### config.mk
export PLATFORM = sky130hd
export DESIGN_NAME = strike_impact_detector
export DESIGN_NICKNAME = d
export VERILOG_FILES = /design/src/rtl/core/sid_pkg.sv /design/src/rtl/core/sid_arm_calc.sv /design/src/rtl/core/strike_impact_detector.sv
export SDC_FILE = /design/constraint.sdc
export NUM_CORES = 1
export LEC_CHECK = 0
export BUFFER_PORTS_ARGS = -buffer_cell sky130_fd_sc_hd__buf_2
export CAP_MARGIN = 20
export CORE_ASPECT_RATIO = 0.6
export CORE_UTILIZATION = 57
export DETAILED_ROUTE_END_ITERATION = 16
export PLACE_DENSITY = 0.78
export SYNTH_ARGS = -nofsm -noshare
export SYNTH_HDL_FRONTEND = slang
export SYNTH_HIERARCHICAL = 1
export SYNTH_SLANG_ARGS = --single-unit
### constraint.sdc
create_clock -name i_clk -period 14.28 [get_ports i_clk]
set_clock_uncertainty 0.2 [all_clocks]
set_input_delay 1.428 -clock i_clk [delete_from_list [all_inputs] [get_ports i_clk]]
set_output_delay 1.428 -clock i_clk [all_outputs]
set_load 0.03 [all_outputs]
### src/rtl/core/sid_pkg.sv
`timescale 1ns / 1ps
`default_nettype none

package sid_pkg;

    typedef enum logic [1:0] {
        OP_AMBIENT = 2'd0,
        OP_ARM     = 2'd1,
        OP_DETECT  = 2'd2,
        OP_FINISH  = 2'd3
    } t_op;

    localparam int CFG_INDEX_BITS = 3;
    localparam int CFG_DATA_BITS  = 16;

    typedef enum logic [CFG_INDEX_BITS-1:0] {
        CFG_BASE_RISE   = 3'd0,
        CFG_MAX_LAG_MS  = 3'd1,
        CFG_MIN_RISE    = 3'd2,
        CFG_NOISE_GAIN  = 3'd3,
        CFG_NOISE_FLOOR = 3'd4,
        CFG_HYSTERESIS  = 3'd5,
        CFG_GUARD_MS    = 3'd6
    } t_cfg_index;

    localparam int OUT_DATA_BITS = 96;

    localparam logic [33:0] TRIG_MAX   = 34'h0_7FFF_FFFF;
    localparam logic [15:0] SPREAD_MAX = 16'hFFFF;
    localparam logic [14:0] AMB_MAX    = 15'h7FFF;

    typedef struct packed {
        logic [31:0] trigger;
        logic [31:0] rearm;
        logic [15:0] spread;
    } t_arm_levels;

endpackage

`default_nettype wire

### src/rtl/core/sid_arm_calc.sv
`timescale 1ns / 1ps
`default_nettype none

module sid_arm_calc #(
    parameter int SAMPLE_BITS = 16
) (
    input  logic signed [SAMPLE_BITS-1:0] i_amb_peak,
    input  logic signed [SAMPLE_BITS-1:0] i_amb_low,
    input  logic signed [SAMPLE_BITS-1:0] i_amb_high,
    input  logic [15:0]                   i_base_rise,
    input  logic [7:0]                    i_noise_gain,
    input  logic [15:0]                   i_noise_floor,
    input  logic [15:0]                   i_hysteresis,
    output sid_pkg::t_arm_levels          o_levels
);
    import sid_pkg::*;

    localparam int DIFF_BITS = SAMPLE_BITS + 1;
    localparam int CMP_BITS  = (DIFF_BITS > 17) ? DIFF_BITS : 17;

    logic signed [DIFF_BITS-1:0] spread_raw;
    logic signed [CMP_BITS-1:0]  spread_ext;
    logic [15:0]                 spread;
    logic [23:0]                 noise_scaled;
    logic [24:0]                 noise_rise;
    logic [24:0]                 rise;
    logic [33:0]                 trig_sum;
    logic [31:0]                 trigger;
    logic [32:0]                 rearm_full;

    always_comb begin
        spread_raw = DIFF_BITS'(i_amb_high) - DIFF_BITS'(i_amb_low);
        spread_ext = CMP_BITS'(spread_raw);
        // negative means no ambient sample came in
        if (spread_raw[DIFF_BITS-1]) begin
            spread = '0;
        end else if ($unsigned(spread_ext) > CMP_BITS'(SPREAD_MAX)) begin
            spread = SPREAD_MAX;
        end else begin
            spread = spread_ext[15:0];
        end

        noise_scaled = 24'(spread) * 24'(i_noise_gain);
        noise_rise   = 25'(noise_scaled) + 25'(i_noise_floor);
        rise         = (noise_rise > 25'(i_base_rise)) ? noise_rise : 25'(i_base_rise);

        // ambient peak is never negative, so only the upper bound can clip
        trig_sum = 34'($unsigned(i_amb_peak)) + 34'(rise);
        trigger  = (trig_sum > TRIG_MAX) ? TRIG_MAX[31:0] : trig_sum[31:0];

        rearm_full = {1'b0, trigger} - 33'(i_hysteresis);

        o_levels.trigger = trigger;
        o_levels.rearm   = rearm_full[31:0];
        o_levels.spread  = spread;
    end

endmodule

`default_nettype wire

### src/rtl/core/strike_impact_detector.sv
`timescale 1ns / 1ps
`default_nettype none

// one item per clock, one input register and one result register in line
// a finish transfer passes the input register and then the result register before it shows on m_axis
// ambient, arm and detect items give no result and never wait in the input register
// a finish item waits in the input register only while an earlier result is unread
// synchronous active-low reset clears the configuration, the measurement state and both valids

module strike_impact_detector #(
    parameter int  SAMPLE_BITS  = 16,
    localparam int IN_DATA_BITS = ((SAMPLE_BITS + 16 + 7) / 8) * 8
) (
    input  logic                               i_clk,
    input  logic                               i_rst_n,

    input  logic                               i_cfg_valid,
    output logic                               o_cfg_ready,
    input  logic [sid_pkg::CFG_INDEX_BITS-1:0] i_cfg_index,
    input  logic [sid_pkg::CFG_DATA_BITS-1:0]  i_cfg_data,

    input  logic                               s_axis_tvalid,
    output logic                               s_axis_tready,
    // sample, elapsed_ms, zero fill
    input  logic [IN_DATA_BITS-1:0]            s_axis_tdata,
    // op
    input  logic [1:0]                         s_axis_tuser,

    output logic                               m_axis_tvalid,
    input  logic                               m_axis_tready,
    // hit, lag_ms, peak_rise, ambient_level, trigger_level, noise_spread
    output logic [sid_pkg::OUT_DATA_BITS-1:0]  m_axis_tdata
);
    import sid_pkg::*;

    localparam int DIFF_BITS = SAMPLE_BITS + 1;
    localparam int CMP_BITS  = (DIFF_BITS > 17) ? DIFF_BITS : 17;

    localparam logic signed [SAMPLE_BITS-1:0] SAMPLE_MAX = {1'b0, {(SAMPLE_BITS-1){1'b1}}};
    localparam logic signed [SAMPLE_BITS-1:0] SAMPLE_MIN = {1'b1, {(SAMPLE_BITS-1){1'b0}}};

    // configuration
    logic [15:0] r_base_rise;
    logic [15:0] r_max_lag_ms;
    logic [15:0] r_min_rise;
    logic [7:0]  r_noise_gain;
    logic [15:0] r_noise_floor;
    logic [15:0] r_hysteresis;
    logic [15:0] r_guard_ms;

    // input register
    logic                          r_in_valid;
    t_op                           r_in_op;
    logic signed [SAMPLE_BITS-1:0] r_in_sample;
    logic [15:0]                   r_in_elapsed;

    // measurement state
    logic signed [SAMPLE_BITS-1:0] r_amb_peak;
    logic signed [SAMPLE_BITS-1:0] r_amb_low;
    logic signed [SAMPLE_BITS-1:0] r_amb_high;
    logic signed [31:0]            r_trigger;
    logic signed [31:0]            r_rearm;
    logic [15:0]                   r_spread;
    logic signed [SAMPLE_BITS-1:0] r_window_peak;
    logic                          r_crossed_below;
    logic                          r_hit_flag;
    logic [15:0]                   r_hit_lag;

    // result register
    logic                     r_out_valid;
    logic [OUT_DATA_BITS-1:0] r_out_data;

    logic                        advance;
    t_arm_levels                 levels;
    logic signed [32:0]          sample_ext;
    logic                        below_rearm;
    logic                        arm_below;
    logic                        at_trigger;
    logic                        in_window;
    logic                        after_guard;
    logic                        crossed_now;
    logic signed [DIFF_BITS-1:0] rise_raw;
    logic signed [CMP_BITS-1:0]  rise_ext;
    logic [15:0]                 fin_rise;
    logic signed [CMP_BITS-1:0]  amb_ext;
    logic [14:0]                 fin_amb;
    logic                        fin_hit;
    logic [15:0]                 fin_lag;

    sid_arm_calc #(
        .SAMPLE_BITS (SAMPLE_BITS)
    ) u_arm_calc (
        .i_amb_peak    (r_amb_peak),
        .i_amb_low     (r_amb_low),
        .i_amb_high    (r_amb_high),
        .i_base_rise   (r_base_rise),
        .i_noise_gain  (r_noise_gain),
        .i_noise_floor (r_noise_floor),
        .i_hysteresis  (r_hysteresis),
        .o_levels      (levels)
    );

    // a finish may only move on when the result register is free or being read
    assign advance = r_in_valid && ((r_in_op != OP_FINISH) || !r_out_valid || m_axis_tready);
    assign s_axis_tready = !r_in_valid || advance;
    assign o_cfg_ready   = 1'b1;
    assign m_axis_tvalid = r_out_valid;
    assign m_axis_tdata  = r_out_data;

    always_ff @(posedge i_clk) begin
        if (!i_rst_n) begin
            r_base_rise   <= '0;
            r_max_lag_ms  <= '0;
            r_min_rise    <= '0;
            r_noise_gain  <= '0;
            r_noise_floor <= '0;
            r_hysteresis  <= '0;
            r_guard_ms    <= '0;
        end else if (i_cfg_valid) begin
            case (i_cfg_index)
                CFG_BASE_RISE:   r_base_rise   <= i_cfg_data;
                CFG_MAX_LAG_MS:  r_max_lag_ms  <= i_cfg_data;
                CFG_MIN_RISE:    r_min_rise    <= i_cfg_data;
                CFG_NOISE_GAIN:  r_noise_gain  <= i_cfg_data[7:0];
                CFG_NOISE_FLOOR: r_noise_floor <= i_cfg_data;
                CFG_HYSTERESIS:  r_hysteresis  <= i_cfg_data;
                CFG_GUARD_MS:    r_guard_ms    <= i_cfg_data;
                default: ;
            endcase
        end
    end

    always_ff @(posedge i_clk) begin
        if (!i_rst_n) begin
            r_in_valid <= 1'b0;
        end else if (s_axis_tready) begin
            r_in_valid <= s_axis_tvalid;
        end
    end

    always_ff @(posedge i_clk) begin
        if (s_axis_tready && s_axis_tvalid) begin
            r_in_op      <= t_op'(s_axis_tuser);
            r_in_sample  <= s_axis_tdata[SAMPLE_BITS-1:0];
            r_in_elapsed <= s_axis_tdata[SAMPLE_BITS+15:SAMPLE_BITS];
        end
    end

    always_comb begin
        sample_ext  = 33'(r_in_sample);
        below_rearm = sample_ext <= 33'(r_rearm);
        arm_below   = sample_ext <= 33'($signed(levels.rearm));
        at_trigger  = sample_ext >= 33'(r_trigger);
        in_window   = r_in_elapsed <= r_max_lag_ms;
        after_guard = r_in_elapsed >= r_guard_ms;
        crossed_now = r_crossed_below || below_rearm;

        rise_raw = DIFF_BITS'(r_window_peak) - DIFF_BITS'(r_amb_peak);
        rise_ext = CMP_BITS'(rise_raw);
        if (rise_raw[DIFF_BITS-1]) begin
            fin_rise = '0;
        end else if ($unsigned(rise_ext) > CMP_BITS'(SPREAD_MAX)) begin
            fin_rise = SPREAD_MAX;
        end else begin
            fin_rise = rise_ext[15:0];
        end

        amb_ext = CMP_BITS'(r_amb_peak);
        fin_amb = ($unsigned(amb_ext) > CMP_BITS'(AMB_MAX)) ? AMB_MAX : amb_ext[14:0];

        fin_hit = r_hit_flag && (fin_rise >= r_min_rise);
        fin_lag = fin_hit ? r_hit_lag : r_max_lag_ms;
    end

    always_ff @(posedge i_clk) begin
        if (!i_rst_n) begin
            r_amb_peak      <= '0;
            r_amb_low       <= SAMPLE_MAX;
            r_amb_high      <= SAMPLE_MIN;
            r_trigger       <= '0;
            r_rearm         <= '0;
            r_spread        <= '0;
            r_window_peak   <= '0;
            r_crossed_below <= 1'b0;
            r_hit_flag      <= 1'b0;
            r_hit_lag       <= '0;
        end else if (advance) begin
            case (r_in_op)
                OP_AMBIENT: begin
                    if (r_in_sample > r_amb_peak) r_amb_peak <= r_in_sample;
                    if (r_in_sample < r_amb_low)  r_amb_low  <= r_in_sample;
                    if (r_in_sample > r_amb_high) r_amb_high <= r_in_sample;
                end
                OP_ARM: begin
                    r_trigger       <= $signed(levels.trigger);
                    r_rearm         <= $signed(levels.rearm);
                    r_spread        <= levels.spread;
                    r_window_peak   <= r_amb_peak;
                    r_crossed_below <= arm_below;
                    r_hit_flag      <= 1'b0;
                    r_hit_lag       <= '0;
                end
                OP_DETECT: begin
                    if (in_window && (r_in_sample > r_window_peak)) begin
                        r_window_peak <= r_in_sample;
                    end
                    r_crossed_below <= crossed_now;
                    // only the first qualifying crossing is kept
                    if (!r_hit_flag && after_guard && in_window && crossed_now && at_trigger) begin
                        r_hit_flag <= 1'b1;
                        r_hit_lag  <= r_in_elapsed;
                    end
                end
                OP_FINISH: begin
                    r_amb_peak      <= '0;
                    r_amb_low       <= SAMPLE_MAX;
                    r_amb_high      <= SAMPLE_MIN;
                    r_trigger       <= '0;
                    r_rearm         <= '0;
                    r_spread        <= '0;
                    r_window_peak   <= '0;
                    r_crossed_below <= 1'b0;
                    r_hit_flag      <= 1'b0;
                    r_hit_lag       <= '0;
                end
                default: ;
            endcase
        end
    end

    always_ff @(posedge i_clk) begin
        if (!i_rst_n) begin
            r_out_valid <= 1'b0;
        end else if (advance && (r_in_op == OP_FINISH)) begin
            r_out_valid <= 1'b1;
        end else if (m_axis_tready) begin
            r_out_valid <= 1'b0;
        end
    end

    always_ff @(posedge i_clk) begin
        if (advance && (r_in_op == OP_FINISH)) begin
            r_out_data <= {r_spread, r_trigger, fin_amb, fin_rise, fin_lag, fin_hit};
        end
    end

    a_finish_gives_result: assert property (@(posedge i_clk) disable iff (!i_rst_n)
        (advance && (r_in_op == OP_FINISH)) |=> m_axis_tvalid)
        else $error("finish transfer did not load the result register");

    a_finish_clears_state: assert property (@(posedge i_clk) disable iff (!i_rst_n)
        (advance && (r_in_op == OP_FINISH)) |=>
            (!r_hit_flag && !r_crossed_below && (r_trigger == '0) && (r_window_peak == '0)))
        else $error("measurement state not cleared after finish");

    a_levels_ordered: assert property (@(posedge i_clk) disable iff (!i_rst_n)
        !r_trigger[31] && (r_rearm <= r_trigger))
        else $error("rearm level above trigger or trigger negative");

endmodule

`default_nettype wire
* After elaboration in Yosys (flattened, before gate mapping)
Cells that the tools add are included.
Storage, ports and cells: output and inout port bits 99, word-level logic and storage cells 123, input bits 58, register bits 398
Operators by class: add/sub/neg operators 5, magnitude comparators 15, mux-type cells 25, $mul 1, equal/unequal tests 15, reductions and logical operators 38
Operator list (count):
- $mux W16 | 10
- $pmux W16 S2 | 5
- $pmux W32 S2 | 2
- $le A16 B32 Y1 | 2
- $gt A16 B16 Y1 | 3
- $pmux W16 S3 | 1
- $gt A17 B16 Y1 const B | 2
- $gt A34 B31 Y1 const B | 1
- $sub A16 B16 Y17 | 2
- $ge A16 B16 Y1 | 2
- $ge A16 B32 Y1 | 1
- $mux W32 | 1
- $sub A32 B16 Y32 | 1
- $add A16 B25 Y26 | 1
- $add A24 B16 Y25 | 1
- $gt A25 B16 Y1 | 1
- $mux W25 | 1
- $mul A16 B8 Y24 | 1
- $reduce_and A2 Y1 | 9
- $gt A17 B15 Y1 const B | 1
- $le A16 B16 Y1 | 1
- $lt A16 B16 Y1 | 1
- $reduce_and A3 Y1 | 5
- $ne A2 B2 Y1 const B | 6
- 16 further kinds | 38

* Longest topological paths before layout
depth after elaboration 14, mapped depth 66, depth with buffers taken out 64

* By module
The synthesis kept the hierarchy.
By module, submodules not included:
- strike_impact_detector | cells each 2158, instances 1, area an instance 20317.0 um2, sequential area each 9268.9 um2
- sid_arm_calc | cells each 1071, instances 1, area an instance 8400.6 um2, sequential area each 0.0 um2

* Worst setup path before layout
OpenSTA, ideal clock, no wires.
path type register to register, start register r_amb_high[0], end register r_crossed_below, path buffers 2, setup slack -0.043 ns, arrival time 14.001 ns, setup time 0.122 ns, period minus slack after synthesis 14.323 ns, required time 13.958 ns, stages on the path, launching flop included 61, cell sequence dfxtp_1 > inv_1 > ha_1 > fa_1 > nor2b_1 > o21ai_0 > a21boi_0 > o21ai_0 > a21oi_1 > o2111ai_1 > a311oi_1 > a211o_1 > and2_1 > clkbuf_1 > clkbuf_1 > nand3_1 > fa_1 > inv_1 > (+25 left out) > xnor2_1 > ha_1 > or4_1 > o21ai_0 > o21ai_0 > nor2_1 > nand4b_4 > nor2_1 > inv_1 > ha_1 > and3_1 > nand4_1 > or4_1 > or3_1 > or3_1 > nand4_1 > xor2_1 > o311a_1
RTL lines:
- start: declaration | RTL line strike_impact_detector.sv:60 | logic signed [SAMPLE_BITS-1:0] r_amb_high;
- start signal: assignment | RTL line strike_impact_detector.sv:192 | if (r_in_sample > r_amb_high) r_amb_high <= r_in_sample;
- end signal: assignment | RTL line strike_impact_detector.sv:199 | r_crossed_below <= arm_below;
- end signal: assignment | RTL line strike_impact_detector.sv:207 | r_crossed_below <= crossed_now;
- end: declaration | RTL line strike_impact_detector.sv:65 | logic r_crossed_below;

==> results.yml <==
final_layout:
  seq_area_um2: 9270
  final_cells: 4264
  area_delta_synth_final_pct: 19.0
  fillers: 3800
  multi_input_area_um2: 18100
  drive_gt1_share_pct: 18.2
  nets: 4077
  final_area_um2: 34200
critical_path:
  cp.required_ps: 14530
  crit_start: "r_amb_high[0]"
  startpoint_type: "flip-flop"
  crit_path_max_incr_delay_ps: 550
  path_delay_family: "adder cells"
  crit_type: "flip-flop to flip-flop"
  ff2ff_path_depth: 62
  r2r_setup_slack_ps: 310
  crit_end: "r_crossed_below"
  worst-path-stages: 62
  worstReg2RegStart: "r_amb_high[0]"
  crit_buf_inv: 10
  cp_slowest_cell: "fa_1"
  critPathMaxFanout: 11
  end_kind: "flip-flop"
  crit_arrival_ps: 14220
  r2r_end: "r_crossed_below"
sta:
  slew_violations: 0
  slew_headroom_pct: 19.2
  fin_hold_ws_ps: 229
  period_minus_slack_ps: 13970
  setup_viol: 0
  fin_crit_sh_pct: 97.8
  tightest_slew_ps: 1210
  setup_slack_ps: 312
  max_clock_freq_mhz: 71.6
  finalSetupTns_ps: 0
  hold_viol: 0
route:
  totalWireLength_mm: 89.7
  wl_met1_mm: 40.4
  top_layer_used: "met4"
  postRouteAntennaNets: 0
  met3WireLength_mm: 9.82
  dr.pass1.iters: 5
  vias_per_cell: 5.95
  wl_per_cell_um: 21.0
  detail_route.drc_violations: 0
  vias: 25400
  drtIter0Drc: 2585
  dr_wl_met2_mm: 36.9
synth:
  synth_top_area_share_pct: 18.7
  ys_seq_elements: 398
  async_flop_share_pct: 0
  synth_cell_types: 91
  synth_warnings: 6
  synth_ff_type: "dfxtp_1"
  synth_area_per_cell_um2: 8.89
  synth_area_leaders: "dfxtp_1 19%, ha_1 15%, edfxtp_1 14%"
  synth_commonest_cells: "432 x inv_1, 368 x nand2_1, 335 x ha_1"
  yosysTopAreaCell: "dfxtp_1"
  synth_area_um2: 28700
  synth.most_common_cell: "inv_1"
  seq_area_frac_synth_pct: 32.3
  syn_inst: 3229
  synth_edf_count: 130
pwr:
  p_leak_nw: 15.5
  powerDensity_nw_per_um2: 90.7
  switchingPower_w: 0.000942
  intPower_w: 0.00216
  combPwrFrac_pct: 23.8
  clkPwrFrac_pct: 36.8
  peakVddDrop_v: 0.000108
  switching_share_pct: 30.4
  pwr-share-seq_pct: 39.4
global_route:
  track_usage_pct: 34.2
  grt_max_degree: 98
  grt_pass1_vias: 24000
  grt_overflow: 0
  antenna_found_initial: 3
  grt_pass1_wl_mm: 137
clocking:
  cts-htree-levels: 2
  clock_path_buffers: 3
  clk_pin_slew_ps: 70
  clk_latency_ps: 570
  clock_sinks: 398
  cts_buffers: 41
  cts_tree: "yes"
  cts_root_buf: "clkbuf_16"
die:
  rows: 63
  die_x_um: 292
  die-area_um2: 51300
  core_area_um2: 49600
  pin_count: 157
  die_h_um: 176
  initial_utilization_pct: 57.9
place:
  pre_cts_slack_ps: -625
  routabilityCongestion: 0.988
  placedCellCount: 4145
  dp.final_hpwl_mm: 66.3
  place_area_um2: 31600
  port_buffers: 155
min_path:
  min_from: "r_spread[11]"
  hold_path.class: "flip-flop to flip-flop"
outcome:
  status: "complete, no violations"
flow_run:
  maxCapViolCount: 0
-- metal layers --
| metal | up-vias | global-route usage, % |
|---|---|---|
| li1 | 11800 | - |
| met2 | 1307 | 49.3 |
| met5 | - | 0 |
| met1 | 12200 | 50.9 |
| met4 | 0 | 9.54 |
| met3 | 169 | 7.64 |
-- final cells by class --
type,count,share of cell area (%)
antenna,2,0.0146
clock buffer,46,3.18
clock inverter,29,0.908
inverter,434,4.77
multi-input combinational,2282,53.1
sequential,398,27.1
tap,650,2.38
timing repair buffer,423,8.56
-- state kept, by name (all words and copies together) (netlist names), 2 cells and up --
| name | flops |
|---|---|
| r_noise_floor | 16 |
| r_guard_ms | 16 |
| r_in_elapsed | 16 |
| r_amb_peak | 16 |
| r_max_lag_ms | 16 |
| r_noise_gain | 8 |
| r_hit_lag | 16 |
| r_trigger | 32 |
| r_min_rise | 16 |
| r_in_op | 2 |
| r_rearm | 32 |
| r_window_peak | 16 |
| r_amb_low | 16 |
| r_in_sample | 16 |
| m_axis_tdata | 96 |
| r_amb_high | 16 |
| r_spread | 16 |
| r_hysteresis | 16 |
| r_base_rise | 16 |
-- power by group through the flow --
| stage | clock network [W] | logic [W] | registers [W] |
|---|---|---|---|
| global route | 0.00119 | 0.000798 | 0.00122 |
| detailed placement | 0 | 0.000646 | 0.00125 |
| floorplan | 0 | 0.000396 | 0.00125 |
| finish | 0.00114 | 0.000737 | 0.00122 |
| global placement | 0 | 0.000616 | 0.00124 |
| CTS | 0.00115 | 0.000669 | 0.00122 |
-- through the flow --
step / power, W / util [%]
after floorplan: 0.00164 / -
after global placement: 0.00186 / 63.7
after detailed placement: 0.00189 / 63.7
after CTS: 0.00304 / 67.0
after global routing: 0.00321 / 68.9
final: 0.00310 / 68.9
-- worst min-delay path by stage --
stage,end,slack (ps),depth (start not counted)
final,m_axis_tdata[91],230,0
after global routing,m_axis_tdata[91],230,0
after CTS,m_axis_tdata[73],230,0
after detailed placement,m_axis_tdata[73],210,0
after global placement,m_axis_tdata[49],210,0
after floorplan,m_axis_tdata[49],210,0
-- logic make-up after synthesis --
logic type                 Yosys count  synth area share (%)
AOI/OAI and AO/OA                  644                  15.3
DFF                                398                  32.3
adders and majority gates          439                  21.8
other                                2                0.0262
xor gates and xnor gates            74                  2.26
buffers and inverters              554                  7.44
and+or+nand+nor                   1032                  17.6
muxes                               86                  3.29
-- placed cells by master, fill, tap and decap left out, drive strengths merged, types with 9 or more instances in the layout --
cell type	count
buf	422
ha	335
a21oi	135
clkinv	16
and3	112
xor2	21
mux2i	52
o21a	88
edfxtp	130
or3	11
dfxtp	268
nand2b	11
a211oi	31
and2	14
or2	9
o211ai	12
inv	437
o21bai	16
a21boi	112
nand3b	11
fa	104
mux2	34
o22a	15
a22o	17
nor3b	15
nand3	101
xnor2	53
nor2	165
nor3	66
o21ai	97
clkbuf	46
nand2	368
a21o	53
nand4	43
nor2b	82
-- what timing repair did --
action | CTS | global route
setup buffers | 17 | 20
cloned | 1 | 0
setup endpoints to repair | 1 | 1
pin swaps | 17 | 87
gates resized for setup | 33 | 138
hold buffers | 0 | 0
(Power assumes the default switching activity.)
